--- src/rtl/assert_macros.svh ---
// Assertion macros used by the RTL top level.
`ifndef ASSERT_MACROS_SVH
`define ASSERT_MACROS_SVH

// Implication check, clocked on clk, held off during reset.
`define ASSERT_IMPL(label, ante, cons) \
    label: assert property (@(posedge clk) disable iff (!rst_n) (ante) |-> (cons)) \
        else $error("assertion failed");

// Next-cycle implication check.
`define ASSERT_NEXT(label, ante, cons) \
    label: assert property (@(posedge clk) disable iff (!rst_n) (ante) |=> (cons)) \
        else $error("assertion failed");

`endif

--- src/rtl/bphs_pkg.sv ---
package bphs_pkg;

    localparam int BinW      = 9;
    localparam int BinsN     = 512;
    localparam int AddrW     = 18;
    localparam int MemDepth  = 262144;
    localparam int CountW    = 32;
    localparam int VelW      = 24;
    localparam int CordicN   = 24;
    localparam int StepW     = 5;
    localparam int AccW      = 56;
    localparam int ZW        = 32;

    localparam logic [1:0] CMD_RECORD  = 2'd0;
    localparam logic [1:0] CMD_RD_PROF = 2'd1;
    localparam logic [1:0] CMD_RD_EX   = 2'd2;
    localparam logic [1:0] CMD_RD_EY   = 2'd3;

    localparam logic [0:0] REG_SCALE_X = 1'b0;
    localparam logic [0:0] REG_SCALE_Y = 1'b1;

    typedef struct packed {
        logic [1:0]      cmd;
        logic [23:0]     pos_x;
        logic [23:0]     pos_y;
        logic [23:0]     vel_x;
        logic [23:0]     vel_y;
        logic [23:0]     vel_z;
        logic [BinW-1:0] read_row;
        logic [BinW-1:0] read_col;
    } item_t;

    typedef struct packed {
        logic [31:0] bin_count;
        logic        profile_hit;
        logic        emit_x_hit;
        logic        emit_y_hit;
    } result_t;

    // controller -> datapath
    typedef struct packed {
        logic load;      // capture item, start position and angle work
        logic cordic;    // one CORDIC step on both angle units
        logic finish;    // round angles, form addresses
        logic mem_read;  // issue reads on all three memories
        logic mem_write; // write back incremented counts, form result
        logic clear;     // clearing sweep write
    } dp_cmd_t;

    // datapath -> controller
    typedef struct packed {
        logic cordic_last;
        logic clear_last;
    } dp_stat_t;

    function automatic logic [ZW-1:0] atan_entry(input logic [StepW-1:0] i);
        logic [ZW-1:0] r;
        case (i)
            5'd0:  r = 32'd294912000;
            5'd1:  r = 32'd174096719;
            5'd2:  r = 32'd91987925;
            5'd3:  r = 32'd46694507;
            5'd4:  r = 32'd23437865;
            5'd5:  r = 32'd11730358;
            5'd6:  r = 32'd5866610;
            5'd7:  r = 32'd2933484;
            5'd8:  r = 32'd1466764;
            5'd9:  r = 32'd733385;
            5'd10: r = 32'd366693;
            5'd11: r = 32'd183346;
            5'd12: r = 32'd91673;
            5'd13: r = 32'd45837;
            5'd14: r = 32'd22918;
            5'd15: r = 32'd11459;
            5'd16: r = 32'd5730;
            5'd17: r = 32'd2865;
            5'd18: r = 32'd1432;
            5'd19: r = 32'd716;
            5'd20: r = 32'd358;
            5'd21: r = 32'd179;
            5'd22: r = 32'd90;
            5'd23: r = 32'd45;
            default: r = '0;
        endcase
        return r;
    endfunction

endpackage

--- src/rtl/bphs_ctrl.sv ---
module bphs_ctrl
    import bphs_pkg::*;
(
    input  logic     clk,
    input  logic     rst_n,
    input  logic     in_valid,
    output logic     in_ready,
    output logic     out_valid,
    input  logic     out_ready,
    input  dp_stat_t stat,
    output dp_cmd_t  cmd
);

    typedef enum logic [6:0] {
        ST_CLEAR  = 7'b0000001,
        ST_IDLE   = 7'b0000010,
        ST_CORDIC = 7'b0000100,
        ST_FINISH = 7'b0001000,
        ST_READ   = 7'b0010000,
        ST_WRITE  = 7'b0100000,
        ST_OUT    = 7'b1000000
    } state_t;

    state_t state_reg, state_next;

    always_comb
    begin
        state_next = state_reg;
        cmd        = '0;
        in_ready   = 1'b0;
        out_valid  = 1'b0;
        case (state_reg)
            ST_CLEAR:
            begin
                cmd.clear = 1'b1;
                if (stat.clear_last)
                    state_next = ST_IDLE;
            end
            ST_IDLE:
            begin
                in_ready = 1'b1;
                if (in_valid)
                begin
                    cmd.load   = 1'b1;
                    state_next = ST_CORDIC;
                end
            end
            ST_CORDIC:
            begin
                cmd.cordic = 1'b1;
                if (stat.cordic_last)
                    state_next = ST_FINISH;
            end
            ST_FINISH:
            begin
                cmd.finish = 1'b1;
                state_next = ST_READ;
            end
            ST_READ:
            begin
                cmd.mem_read = 1'b1;
                state_next   = ST_WRITE;
            end
            ST_WRITE:
            begin
                cmd.mem_write = 1'b1;
                state_next    = ST_OUT;
            end
            ST_OUT:
            begin
                out_valid = 1'b1;
                if (out_ready)
                    state_next = ST_IDLE;
            end
            default: state_next = ST_IDLE;
        endcase
    end

    always_ff @(posedge clk or negedge rst_n)
    begin
        if (!rst_n)
            state_reg <= ST_CLEAR;
        else
            state_reg <= state_next;
    end

endmodule

--- config.mk ---
export PLATFORM = sky130hd
export DESIGN_NAME = bphs_ctrl
export DESIGN_NICKNAME = d
export VERILOG_FILES = /design/src/rtl/assert_macros.svh /design/src/rtl/bphs_pkg.sv /design/src/rtl/bphs_ctrl.sv
export SDC_FILE = /design/constraint.sdc
export NUM_CORES = 1
export LEC_CHECK = 0
export BUFFER_PORTS_ARGS = -buffer_cell sky130_fd_sc_hd__buf_2
export CAP_MARGIN = 0
export CORE_MARGIN = 3
export CORE_UTILIZATION = 29
export DETAILED_ROUTE_END_ITERATION = 10
export PLACE_DENSITY = 0.6
export SYNTH_ARGS = -nofsm -noshare
export SYNTH_HDL_FRONTEND = slang
export SYNTH_SLANG_ARGS = --single-unit
--- constraint.sdc ---
create_clock -name clk -period 4.6 [get_ports clk]
set_clock_uncertainty 0.05 [all_clocks]
set_input_delay 0.23 -clock clk [delete_from_list [all_inputs] [get_ports clk]]
set_output_delay 0.23 -clock clk [all_outputs]
set_load 0.02 [all_outputs]
== After elaboration in Yosys (flattened, before gate mapping) ==
Cells that the tools add are included.
Operators by class
  equal/unequal tests: 11
  mux-type cells: 14
  reductions and logical operators: 1
Operator list (count)
  case mux 7 bit (7 select lines): 1
  two-way mux 7 bit: 4
  two-way mux 1 bit: 9
  inequality test 2 bit (second input constant): 4
  == test 7 x 1 -> 1 bit (second input constant): 1
  == test 7 x 2 -> 1 bit (second input constant): 1
  == test 7 x 3 -> 1 bit (second input constant): 1
  == test 7 x 4 -> 1 bit (second input constant): 1
  == test 7 x 5 -> 1 bit (second input constant): 1
  == test 7 x 6 -> 1 bit (second input constant): 1
  == test 7 bit (second input constant): 1
  AND reduction 4 bit: 1
Storage, ports and cells
  flip-flop bits (word level): 7
  bits of input ports: 6
  output and inout port bits: 8
  word-level logic and storage cells: 27

== Longest topological paths before layout ==
Gate-level depths: netlist (run 1).
  word-level depth: 3
  mapped depth: 5
  mapped depth without buffers: 4

== Worst setup path before layout (run 1) ==
No wires, ideal clock.
  path kind: reg-to-output
  start point: register state_reg[2]
  end point: output port cmd[2] (netlist name)
  arrival time: 1603 ps
  path slack: 2717 ps
  stages on the path, launching flop included: 4
  cell sequence: dfrtp_1 or3_1 buf_6 nor4_1
RTL lines
  start, declared: RTL line bphs_ctrl.sv:24  | state_t state_reg, state_next;
  start signal, assigned: RTL line bphs_ctrl.sv:84  | state_reg <= state_next;
  end, declared: RTL line bphs_ctrl.sv:11  | output dp_cmd_t cmd

==> metrics.cfg, run 1 <==
[status]
status = finished, final reports clean

[synth]
synthTopCellsByArea = dfrtp_1 32%, nand2b_1 6.7%, dfstp_2 5.6%, nor4_2 5.3%, nor4_4 4.5%
synth-simple-area-share_pct = 38.40
yosys_warnings = 0
yosysUniqueCellTypes = 28
syn_avg_cell_area_sq_um = 10.43
synth_fa_ha_area_share_pct = 0
synth.largest_area_cell = dfrtp_1
post_synth_xor_area_fraction_pct = 3.733
synth_top_family_by_area = simple AND/OR/NAND/NOR gates
synth_compound_area_share_pct = 10.67
synthMuxAreaShare_pct = 3.200
syn-cell-area_sq_um = 469.2
syn_inst = 45
yosys.area.top_type_share_pct = 32.00
syn_nets = 51
yosysSeqAreaShare_pct = 37.60
synth-seq-cells = 7

[finish]
largest_reg_flops = 7
fin_cells = 74
fillers = 145
diodes = 0
fin_util_pct = 40.25
final_area_sq_um = 563.0
areaGrowthSynthToFinish_pct = 20.00
fin_nets = 66
drive_gt1_share_pct = 37.29

[clocking]
worstSkewPairLatency_ps = 250
cts_sinks = 7
cts_buffers = 3
htreeDepth = 1
root_buffer = clkbuf_4
cts_tree = built
cts.clk_slew.worst_paths_ps = 50
ctsResizeCount = 0
ctsLongestPathBuffers = 2

[sta]
rsz0062_at_grt = false
slew_headroom_pct = 71.59
fin_crit_sh_pct = 44.78
slew_violations = 0
layout_min_cycle_time_ps = 2060
postLayoutSetupSlackWorst_ps = 2540
fin_tns_setup_ps = 0
hold_slack_ps = 67.44
setup_violations = 0
max_freq_mhz = 485.5
tightest_slew_ps = 420.3
hold_viol_final = 0

[floorplan]
rows = 13
dieArea_sq_um = 2137
initial_core_util_pct = 33.54
coreArea_sq_um = 1399
io_pins = 14
dieWidth_um = 46.23
die_y_um = 46.23

[routing]
drc_errors = 0
route.detailed.wl_per_inst_um = 13.23
drtAntennaViolNets = 0
drtPass1Iterations = 5
vias_per_cell = 5.189
drt_iter0_markers = 11
vias = 384
drt-total-wl_um = 979

[setup_path]
path_buf_inv = 1
cpMaxStageDelayCell = or3_1
worstPathCellList = or3_1 -> nor4_4 -> and2_1 -> buf_2
crit_path_end_kind = output pin
required_ps = 4320
critPathArrivalTime_ps = 1780
rr_startpoint = state_reg[2]
path_max_fanout = 7
startpoint_type = register
crit_cells = 4
reg2reg_depth = 4
crit_family = simple AND/OR/NAND/NOR gates
critPathMaxStageDelay_ps = 490
critPathKind = register to output pin
cp-startpoint = state_reg[2]

[grt]
grt_pass1_wl_um = 1656
gr-usage-all-layers_pct = 11.35
antenna_found_initial = 0
grt_pass1_vias = 376
overflow = 0
grt_max_degree = 11

[run]
maxCapViolations = 0

[place]
finalWeightedCongestion = 0.8028
port_buffers = 13
place_area_sq_um = 526.8
dp.cells = 69
place_ws_ps = 2804

[power]
leakagePower_nw = 0.2649
finalPower_mw = 0.3044
p_per_area_nw_per_um2 = 540.6
vdd_drop_max_v = 0.0002978

[worst_hold_path]
hold_depth = 2
worstHoldStart = stat[0]
hold_class = primary input to register

## logic make-up after synthesis
| logic type | Yosys count |
|---|---|
| and+or+nand+nor | 23 |
| muxes | 1 |
| DFF | 7 |
| buffers and inverters | 5 |
| AOI/OAI and AO/OA | 7 |
| xor gates and xnor gates | 2 |
## synth_stat cells, drive strengths merged
library cell,number
nand3b,1
o32a,1
mux2,1
buf,4
nor4b,1
nor4,6
dfrtp,6
nor2b,1
o21ai,2
nor3b,3
and2,2
inv,1
xnor2,1
a2111oi,1
o22ai,1
a22oi,1
nand2b,5
xor2,1
a21o,1
and3,1
dfstp,1
nor2,1
or3,1
nor3,1
## layout make-up
class / count / area [sq um] / share of cell area (%)
Multi-Input combinational cell: 33 / 262.8 / 46.67
Sequential cell: 7 / 176.4 / 31.33
Timing Repair Buffer: 14 / 75.07 / 13.33
Clock buffer: 4 / 26.28 / 4.667
Tap cell: 15 / 18.77 / 3.333
Inverter: 1 / 3.754 / 0.6667
## where the power goes
| part | total, mW | internal, mW | switching (mW) |
|---|---|---|---|
| logic | 0.150 | 0.0719 | 0.0782 |
| clock network | 0.0546 | 0.0330 | 0.0215 |
| registers | 0.0997 | 0.0739 | 0.0257 |
| total | 0.304 | 0.179 | 0.125 |
## layer usage
metal	routed length, um	vias up	track usage [%]
met1	486	181	15.15
met2	446	7	15.66
met4	19	0	8.523
met3	26	2	2.344
li1	-	194	-
met5	0	-	0
## path summary, 6_finish.rpt
| check | to | slack, ps |
|---|---|---|
| max in group asynchronous | state_reg[0] | 3980 |
| max reg2reg | state_reg[1] | 2880 |
| min reg2reg | state_reg[4] | 500 |
| min in group asynchronous | state_reg[3] | 290 |
| min | state_reg[0] | 70 |
| max | cmd[5] | 2540 |
## layout by cell type (no fill, tap or decap), types with 2 or more instances in the layout
cell type | synthesis | final
nor4_2 | 2 | 2
nor4_1 | 3 | 3
o21ai_0 | 2 | 2
dfrtp_1 | 6 | 6
nor3b_1 | 2 | 2
and2_1 | 2 | 2
buf_2 | 3 | 13
clkbuf_4 | 0 | 3
nand2b_1 | 5 | 5
## timing repair
item                                   in CTS  in global routing
setup buffers                               0                  0
endpoints found under the hold margin       7                  0
hold buffers                                1                  0
No activity file was read; power rests on OpenSTA's default activity.
==> inputs of run 2 (changes only) <==
- PLACE_DENSITY: 0.6 -> 0.62
- clock period: 4.6 -> 1.8 ns (I/O delays scaled with it)
==> run 2 against run 1 <==
Effect of this change:
- cell count increased by 9.5%
- routed wire length increased by 11%
- sequential share of layout area decreased by 4.0 points
- register-to-register slack got worse by 2700 ps
- total power increased to 2.9 times the previous value
- combinational power increased to 3.4 times the previous value
==> metrics.cfg, run 2 (synthesis results as in run 1) <==
[status]
status = finished, final reports clean  ; unchanged

[sta]
hold_slack_ps = 12.69  ; was 67.44 ps
postLayoutSetupSlackWorst_ps = 30.07  ; was 2540 ps
max_freq_mhz = 565.0
fin_tns_setup_ps = 0  ; unchanged
setup_violations = 0  ; unchanged
slew_violations = 0  ; unchanged
tightest_slew_ps = 322.2  ; was 420.3 ps
rsz0062_at_grt = true  ; was false
hold_viol_final = 0  ; unchanged
slew_headroom_pct = 77.96  ; was 71.59%
layout_min_cycle_time_ps = 1770
fin_crit_sh_pct = 98.33

[clocking]
htreeDepth = 1  ; unchanged
cts_tree = built  ; unchanged
ctsLongestPathBuffers = 2  ; unchanged
root_buffer = clkbuf_4  ; unchanged
cts.clk_slew.worst_paths_ps = 60  ; was 50 ps
cts_buffers = 3  ; unchanged
worstSkewPairLatency_ps = 250  ; about the same
cts_sinks = 7  ; unchanged

[setup_path]
worstPathCellList = nor4_4 -> nand2b_1 -> nor3b_2 -> buf_2  ; was or3_1 -> nor4_4 -> and2_1 -> buf_2
crit_family = simple AND/OR/NAND/NOR gates  ; unchanged
required_ps = 1660  ; was 4320 ps
rr_startpoint = state_reg[0]  ; was state_reg[2]
path_max_fanout = 4  ; was 7
crit_path_end_kind = output pin  ; unchanged
ff2ff_setup_slack_ps = 140  ; was 2880 ps
critPathArrivalTime_ps = 1630  ; was 1780 ps
timing.rr.end = state_reg[1]  ; unchanged
path_buf_inv = 1  ; unchanged
critPathKind = register to output pin  ; unchanged
cpMaxStageDelayCell = dfrtp_1  ; was or3_1
reg2reg_depth = 4  ; unchanged
startpoint_type = register  ; unchanged
critPathMaxStageDelay_ps = 440  ; was 490 ps

[finish]
final_common_cell = buf_2  ; unchanged
areaGrowthSynthToFinish_pct = 38.67  ; was 20.00%
largest_reg_flops = 7  ; unchanged
fin_nets = 73  ; was 66
fin_util_pct = 46.51  ; was 40.25%
fillers = 149  ; was 145
diodes = 0  ; unchanged
drive_gt1_share_pct = 50.00  ; was 37.29%
layout_common_cells = 12 x buf_2, 7 x buf_4, 5 x nand2b_1, 5 x dfrtp_1, 3 x clkbuf_4  ; was 13 x buf_2, 6 x dfrtp_1, 5 x nand2b_1

[grt]
grt_max_degree = 9  ; was 11
grt.met1_usage_pct = 15.93  ; was 15.15%
grt_pass1_vias = 403  ; was 376
overflow = 0  ; unchanged
use_met2_pct = 17.86  ; was 15.66%
gr-usage-all-layers_pct = 11.53  ; was 11.35%
antenna_found_initial = 0  ; unchanged
grt_pass1_wl_um = 1780  ; was 1656 um
top_usage_layer = met2  ; unchanged
grtUsageMet3_pct = 0  ; was 2.344%

[power]
leakagePower_nw = 0.3051  ; was 0.2649 nW
finalPower_mw = 0.8967  ; was 0.3044 mW
p_per_area_nw_per_um2 = 1378  ; was 540.6 nW/um^2
vdd_drop_max_v = 0.0007451  ; was 0.0002978 V

[routing]
vias = 424  ; was 384
drtAntennaViolNets = 0  ; unchanged
drt_iter0_markers = 7  ; was 11
route.detailed.wl_per_inst_um = 13.42  ; was 13.23 um
drtPass1Iterations = 4  ; was 5
drc_errors = 0  ; unchanged
drt-total-wl_um = 1087  ; was 979 um
vias_per_cell = 5.235  ; was 5.189

[worst_hold_path]
worstHoldStart = stat[1]  ; was stat[0]
hold_class = primary input to register  ; unchanged
whs_endpoint = state_reg[3]  ; was state_reg[0]
hold_depth = 2  ; unchanged

[place]
place_ws_ps = 113.8  ; was 2804 ps
port_buffers = 13  ; unchanged
dp_hpwl_um = 773.5
finalWeightedCongestion = 0.7609  ; was 0.8028

[run]
maxCapViolations = 0  ; unchanged

[floorplan]
rows = 13  ; unchanged
coreArea_sq_um = 1399  ; unchanged
io_pins = 14  ; unchanged
dieWidth_um = 46.23  ; unchanged
initial_core_util_pct = 33.54  ; unchanged
dieArea_sq_um = 2137  ; unchanged
die_y_um = 46.23  ; unchanged

[run 2: cell count changes in the layout (fill, tap and decap cells not counted), sizes merged]
| cell | delta |
|---|---|
| dlygate4sd3 | +1 |
| buf | +6 |
[run 2: how the worst max path moves through the flow]
stage,startpoint,endpoint,depth (start not counted)
finish,state_reg[4],cmd[4],4
global route,state_reg[4],cmd[4],4
CTS,state_reg[6],cmd[5],4
detailed placement,state_reg[6],state_reg[1],4
global placement,state_reg[6],state_reg[1],3
floorplan,state_reg[2],state_reg[2],5
[run 2: worst reg2reg max path, cell delays in order (launching register included)]
cell and delay (ps):
dfstp_2 630, nand2b_1 210, o22ai_1 100, a22oi_1 240
mux2_4 320
[run 2: cell type report]
cell class              count  area [sq um]  area share, %
clock buffers               4         26.28          4.038
well taps                  15         18.77          2.885
repair buffers             21         132.6          20.38
flip-flops and latches      7         177.7          27.31
inverters                   1         3.754         0.5769
multi-input cells          33         291.5          44.81
[run 2: stage by stage]
stage	std cells	area, sq um
finish	81	650.6
global route	81	650.6
CTS	80	629.4
detailed placement	74	565.5
global placement	74	565.5
floorplan	45	470.5
[run 2: metal layers]
| layer | vias up | wire length (um) |
|---|---|---|
| li1 | 207 | - |
| met1 | 202 | 521 |
| met2 | 13 | 515 |
| met3 | 2 | 34 |
| met4 | 0 | 17 |
| met5 | - | 0 |
[run 2: repair_timing]
item / 4_1_cts / 5_1_grt
buffers inserted: 0 / 1
gates resized for setup: 4 / 3
endpoints found under the setup margin: 5 / 5
hold endpoints to repair: 8 / 0
pin swaps: 1 / 3
hold buffers: 2 / 0
[run 2: report_power, final]
group	switching, mW	internal, mW
sequential	0.0409	0.192
combinational	0.255	0.261
clock	0.0633	0.0850
==> inputs of run 3 (changes only) <==
- REMOVE_ABC_BUFFERS: unset -> 1
- SETUP_SLACK_MARGIN: unset -> 0.15
==> run 3 against run 2 <==
Effect of this change:
- count of clock-buffer cells in the layout is the same
- sequential power decreased by 4%
- clock power up 3%
- total power increased by 18%
- via count grew 9.9%
- setup slack improved by 3.7 ps
- flip-flop and latch count did not move
- design area increased by 13%
- utilization grew 5.9 points
- sequential share of layout area down 2.6 points
- fmax increased by 0.21%
- critical path type unchanged
- largest power group unchanged
==> metrics.cfg, run 3 (synthesis results as in run 1) <==
[status]
status = finished, final reports clean  ; unchanged

[routing]
wl_met2_um = 653  ; was 515 um
wl_met3_um = 56  ; was 34 um
drt-total-wl_um = 1321  ; was 1087 um
drt_iter0_markers = 2  ; was 7
m1WireLength_um = 569  ; was 521 um
drc_errors = 0  ; unchanged
topRoutingLayerUsed = met4  ; unchanged
drtAntennaViolNets = 0  ; unchanged
route.detailed.wl_per_inst_um = 15.18  ; was 13.42 um
vias_per_cell = 5.356  ; was 5.235
drtPass1Iterations = 2  ; was 4
vias = 466  ; was 424

[finish]
drive_gt1_share_pct = 63.89  ; was 50.00%
final_common_cell = buf_4  ; was buf_2
areaGrowthSynthToFinish_pct = 56.27  ; was 38.67%
fin_nets = 79  ; was 73
layout_common_cells = 14 x buf_4, 10 x buf_2, 4 x nand2b_1, 4 x dfrtp_2, 3 x clkbuf_4  ; was 12 x buf_2, 7 x buf_4, 5 x nand2b_1, 5 x dfrtp_1, 3 x clkbuf_4
largest_reg_flops = 7  ; unchanged
final_area_sq_um = 733.2  ; was 650.6 sq um
diodes = 0  ; unchanged

[power]
power.switching_mw = 0.4101  ; was 0.3588 mW
power_frac_comb_pct = 64.6  ; was 57.6%
p_per_area_nw_per_um2 = 1448  ; was 1378 nW/um^2
sw_frac_of_total_pct = 38.64  ; was 40.02%
p_seq_share_pct = 21.0  ; was 25.9%
clkPwrFrac_pct = 14.4  ; was 16.5%
vdd_drop_max_v = 0.0007551  ; was 0.0007451 V
leakagePower_nw = 0.3383  ; was 0.3051 nW
p_int_mw = 0.6512  ; was 0.5379 mW

[grt]
grt_max_degree = 10  ; was 9
gr-usage-all-layers_pct = 15.38  ; was 11.53%
antenna_found_initial = 0  ; unchanged
grt_pass1_vias = 494  ; was 403
grt_pass1_wl_um = 2249  ; was 1780 um
overflow = 0  ; unchanged

[floorplan]
coreArea_sq_um = 1399  ; unchanged
initial_core_util_pct = 33.54  ; unchanged
io_pins = 14  ; unchanged
dieWidth_um = 46.23  ; unchanged
die_y_um = 46.23  ; unchanged
rows = 13  ; unchanged
dieArea_sq_um = 2137  ; unchanged

[setup_path]
path_max_fanout = 5  ; was 4
crit_path_end_kind = output pin  ; unchanged
reg2reg_depth = 4  ; unchanged
cpMaxStageDelayCell = or3_4  ; was dfrtp_1
startpoint_type = register  ; unchanged
rr_startpoint = state_reg[2]  ; was state_reg[0]
crit_family = simple AND/OR/NAND/NOR gates  ; unchanged
crit_cells = 4  ; unchanged
critPathKind = register to output pin  ; unchanged
required_ps = 1660  ; about the same
path_buf_inv = 1  ; unchanged
critPathMaxStageDelay_ps = 440  ; about the same
worstPathCellList = or3_4 -> nor4_4 -> and2_4 -> buf_6  ; was nor4_4 -> nand2b_1 -> nor3b_2 -> buf_2
critPathArrivalTime_ps = 1630  ; about the same
cp-startpoint = state_reg[2]  ; was state_reg[4]

[place]
port_buffers = 13  ; unchanged
finalWeightedCongestion = 0.7351  ; was 0.7609
place_area_sq_um = 549.3  ; was 565.5 sq um
dp_hpwl_um = 808.8  ; was 773.5 um

[sta]
hold_slack_ps = 25.47  ; was 12.69 ps
hold_viol_final = 0  ; unchanged
setup_violations = 0  ; unchanged
rsz0062_at_grt = true  ; unchanged
tightest_slew_ps = 320.0  ; was 322.2 ps
slew_headroom_pct = 78.11  ; was 77.96%
fin_crit_sh_pct = 98.12  ; was 98.33%
max_freq_mhz = 566.2  ; was 565.0 MHz
layout_min_cycle_time_ps = 1766  ; was 1770 ps
slew_violations = 0  ; unchanged

[worst_hold_path]
hold_class = primary input to register  ; unchanged
hold_depth = 2  ; unchanged
worstHoldStart = stat[1]  ; unchanged

[clocking]
worstSkewPairLatency_ps = 260  ; was 250 ps
cts.clk_slew.worst_paths_ps = 60  ; about the same
htreeDepth = 1  ; unchanged
ctsLongestPathBuffers = 2  ; unchanged
root_buffer = clkbuf_4  ; unchanged
cts_buffers = 3  ; unchanged
cts_tree = built  ; unchanged
cts_sinks = 7  ; unchanged

[run]
maxCapViolations = 0  ; unchanged

==> run 3: cell count changes in the layout (fill, tap and decap cells not counted), moves of 2 or more <==
cell,before,now
buf_4,7,14
buf_2,12,10
dfrtp_2,1,4
dfrtp_1,5,2
==> run 3: metal layers <==
layer	up-vias	GRT usage (%)
li1	220	-
met1	223	18.60
met2	17	23.90
met3	6	5.078
met4	0	7.955
met5	-	0
==> run 3: what timing repair did <==
item / CTS / global route
endpoints found under the hold margin: 8 / 0
resized for setup: 9 / 9
setup endpoints to repair: 8 / 10
pin swaps: 4 / 4
setup buffers: 9 / 0
hold buffers: 2 / 0
==> run 3: final timing paths <==
path | end | slack [ps]
worst max-delay path | cmd[5] | 30
worst min-delay path | state_reg[3] | 30
worst max register to register | state_reg[1] | 70
min in group asynchronous | state_reg[2] | 140
worst min register to register | state_reg[5] | 570
max in group asynchronous | state_reg[0] | 1330
==> run 3: power groups by stage <==
stage	clock, mW	sequential, mW	combinational, mW
2_1_floorplan	0	0.242	0.304
3_3_place_gp	0	0.248	0.422
3_5_place_dp	0	0.251	0.427
4_1_cts	0.150	0.218	0.616
5_1_grt	0.165	0.226	0.749
6_report	0.153	0.223	0.686
==> run 3: layout make-up <==
cell class	instances	area (sq um)
multi-input combinational	33	316.6
clock buffer	4	26.28
fill	131	665.6
tap	15	18.77
sequential	7	181.4
timing repair buffer	27	186.4
inverter	1	3.754
==> run 3: metrics by stage <==
stage          setup slack, ps  cells  power (mW)  utilization, %  setup TNS, ps
2_1_floorplan           -2.267     41      0.5468               -         -2.267
3_3_place_gp             106.7     72      0.6696           39.27              0
3_5_place_dp             94.09     72      0.6772           39.27              0
4_1_cts                  24.12     87      0.9840           49.28              0
5_1_grt                 -23.94     87       1.141           52.42         -47.24
6_report                 33.76     87       1.061           52.42              0
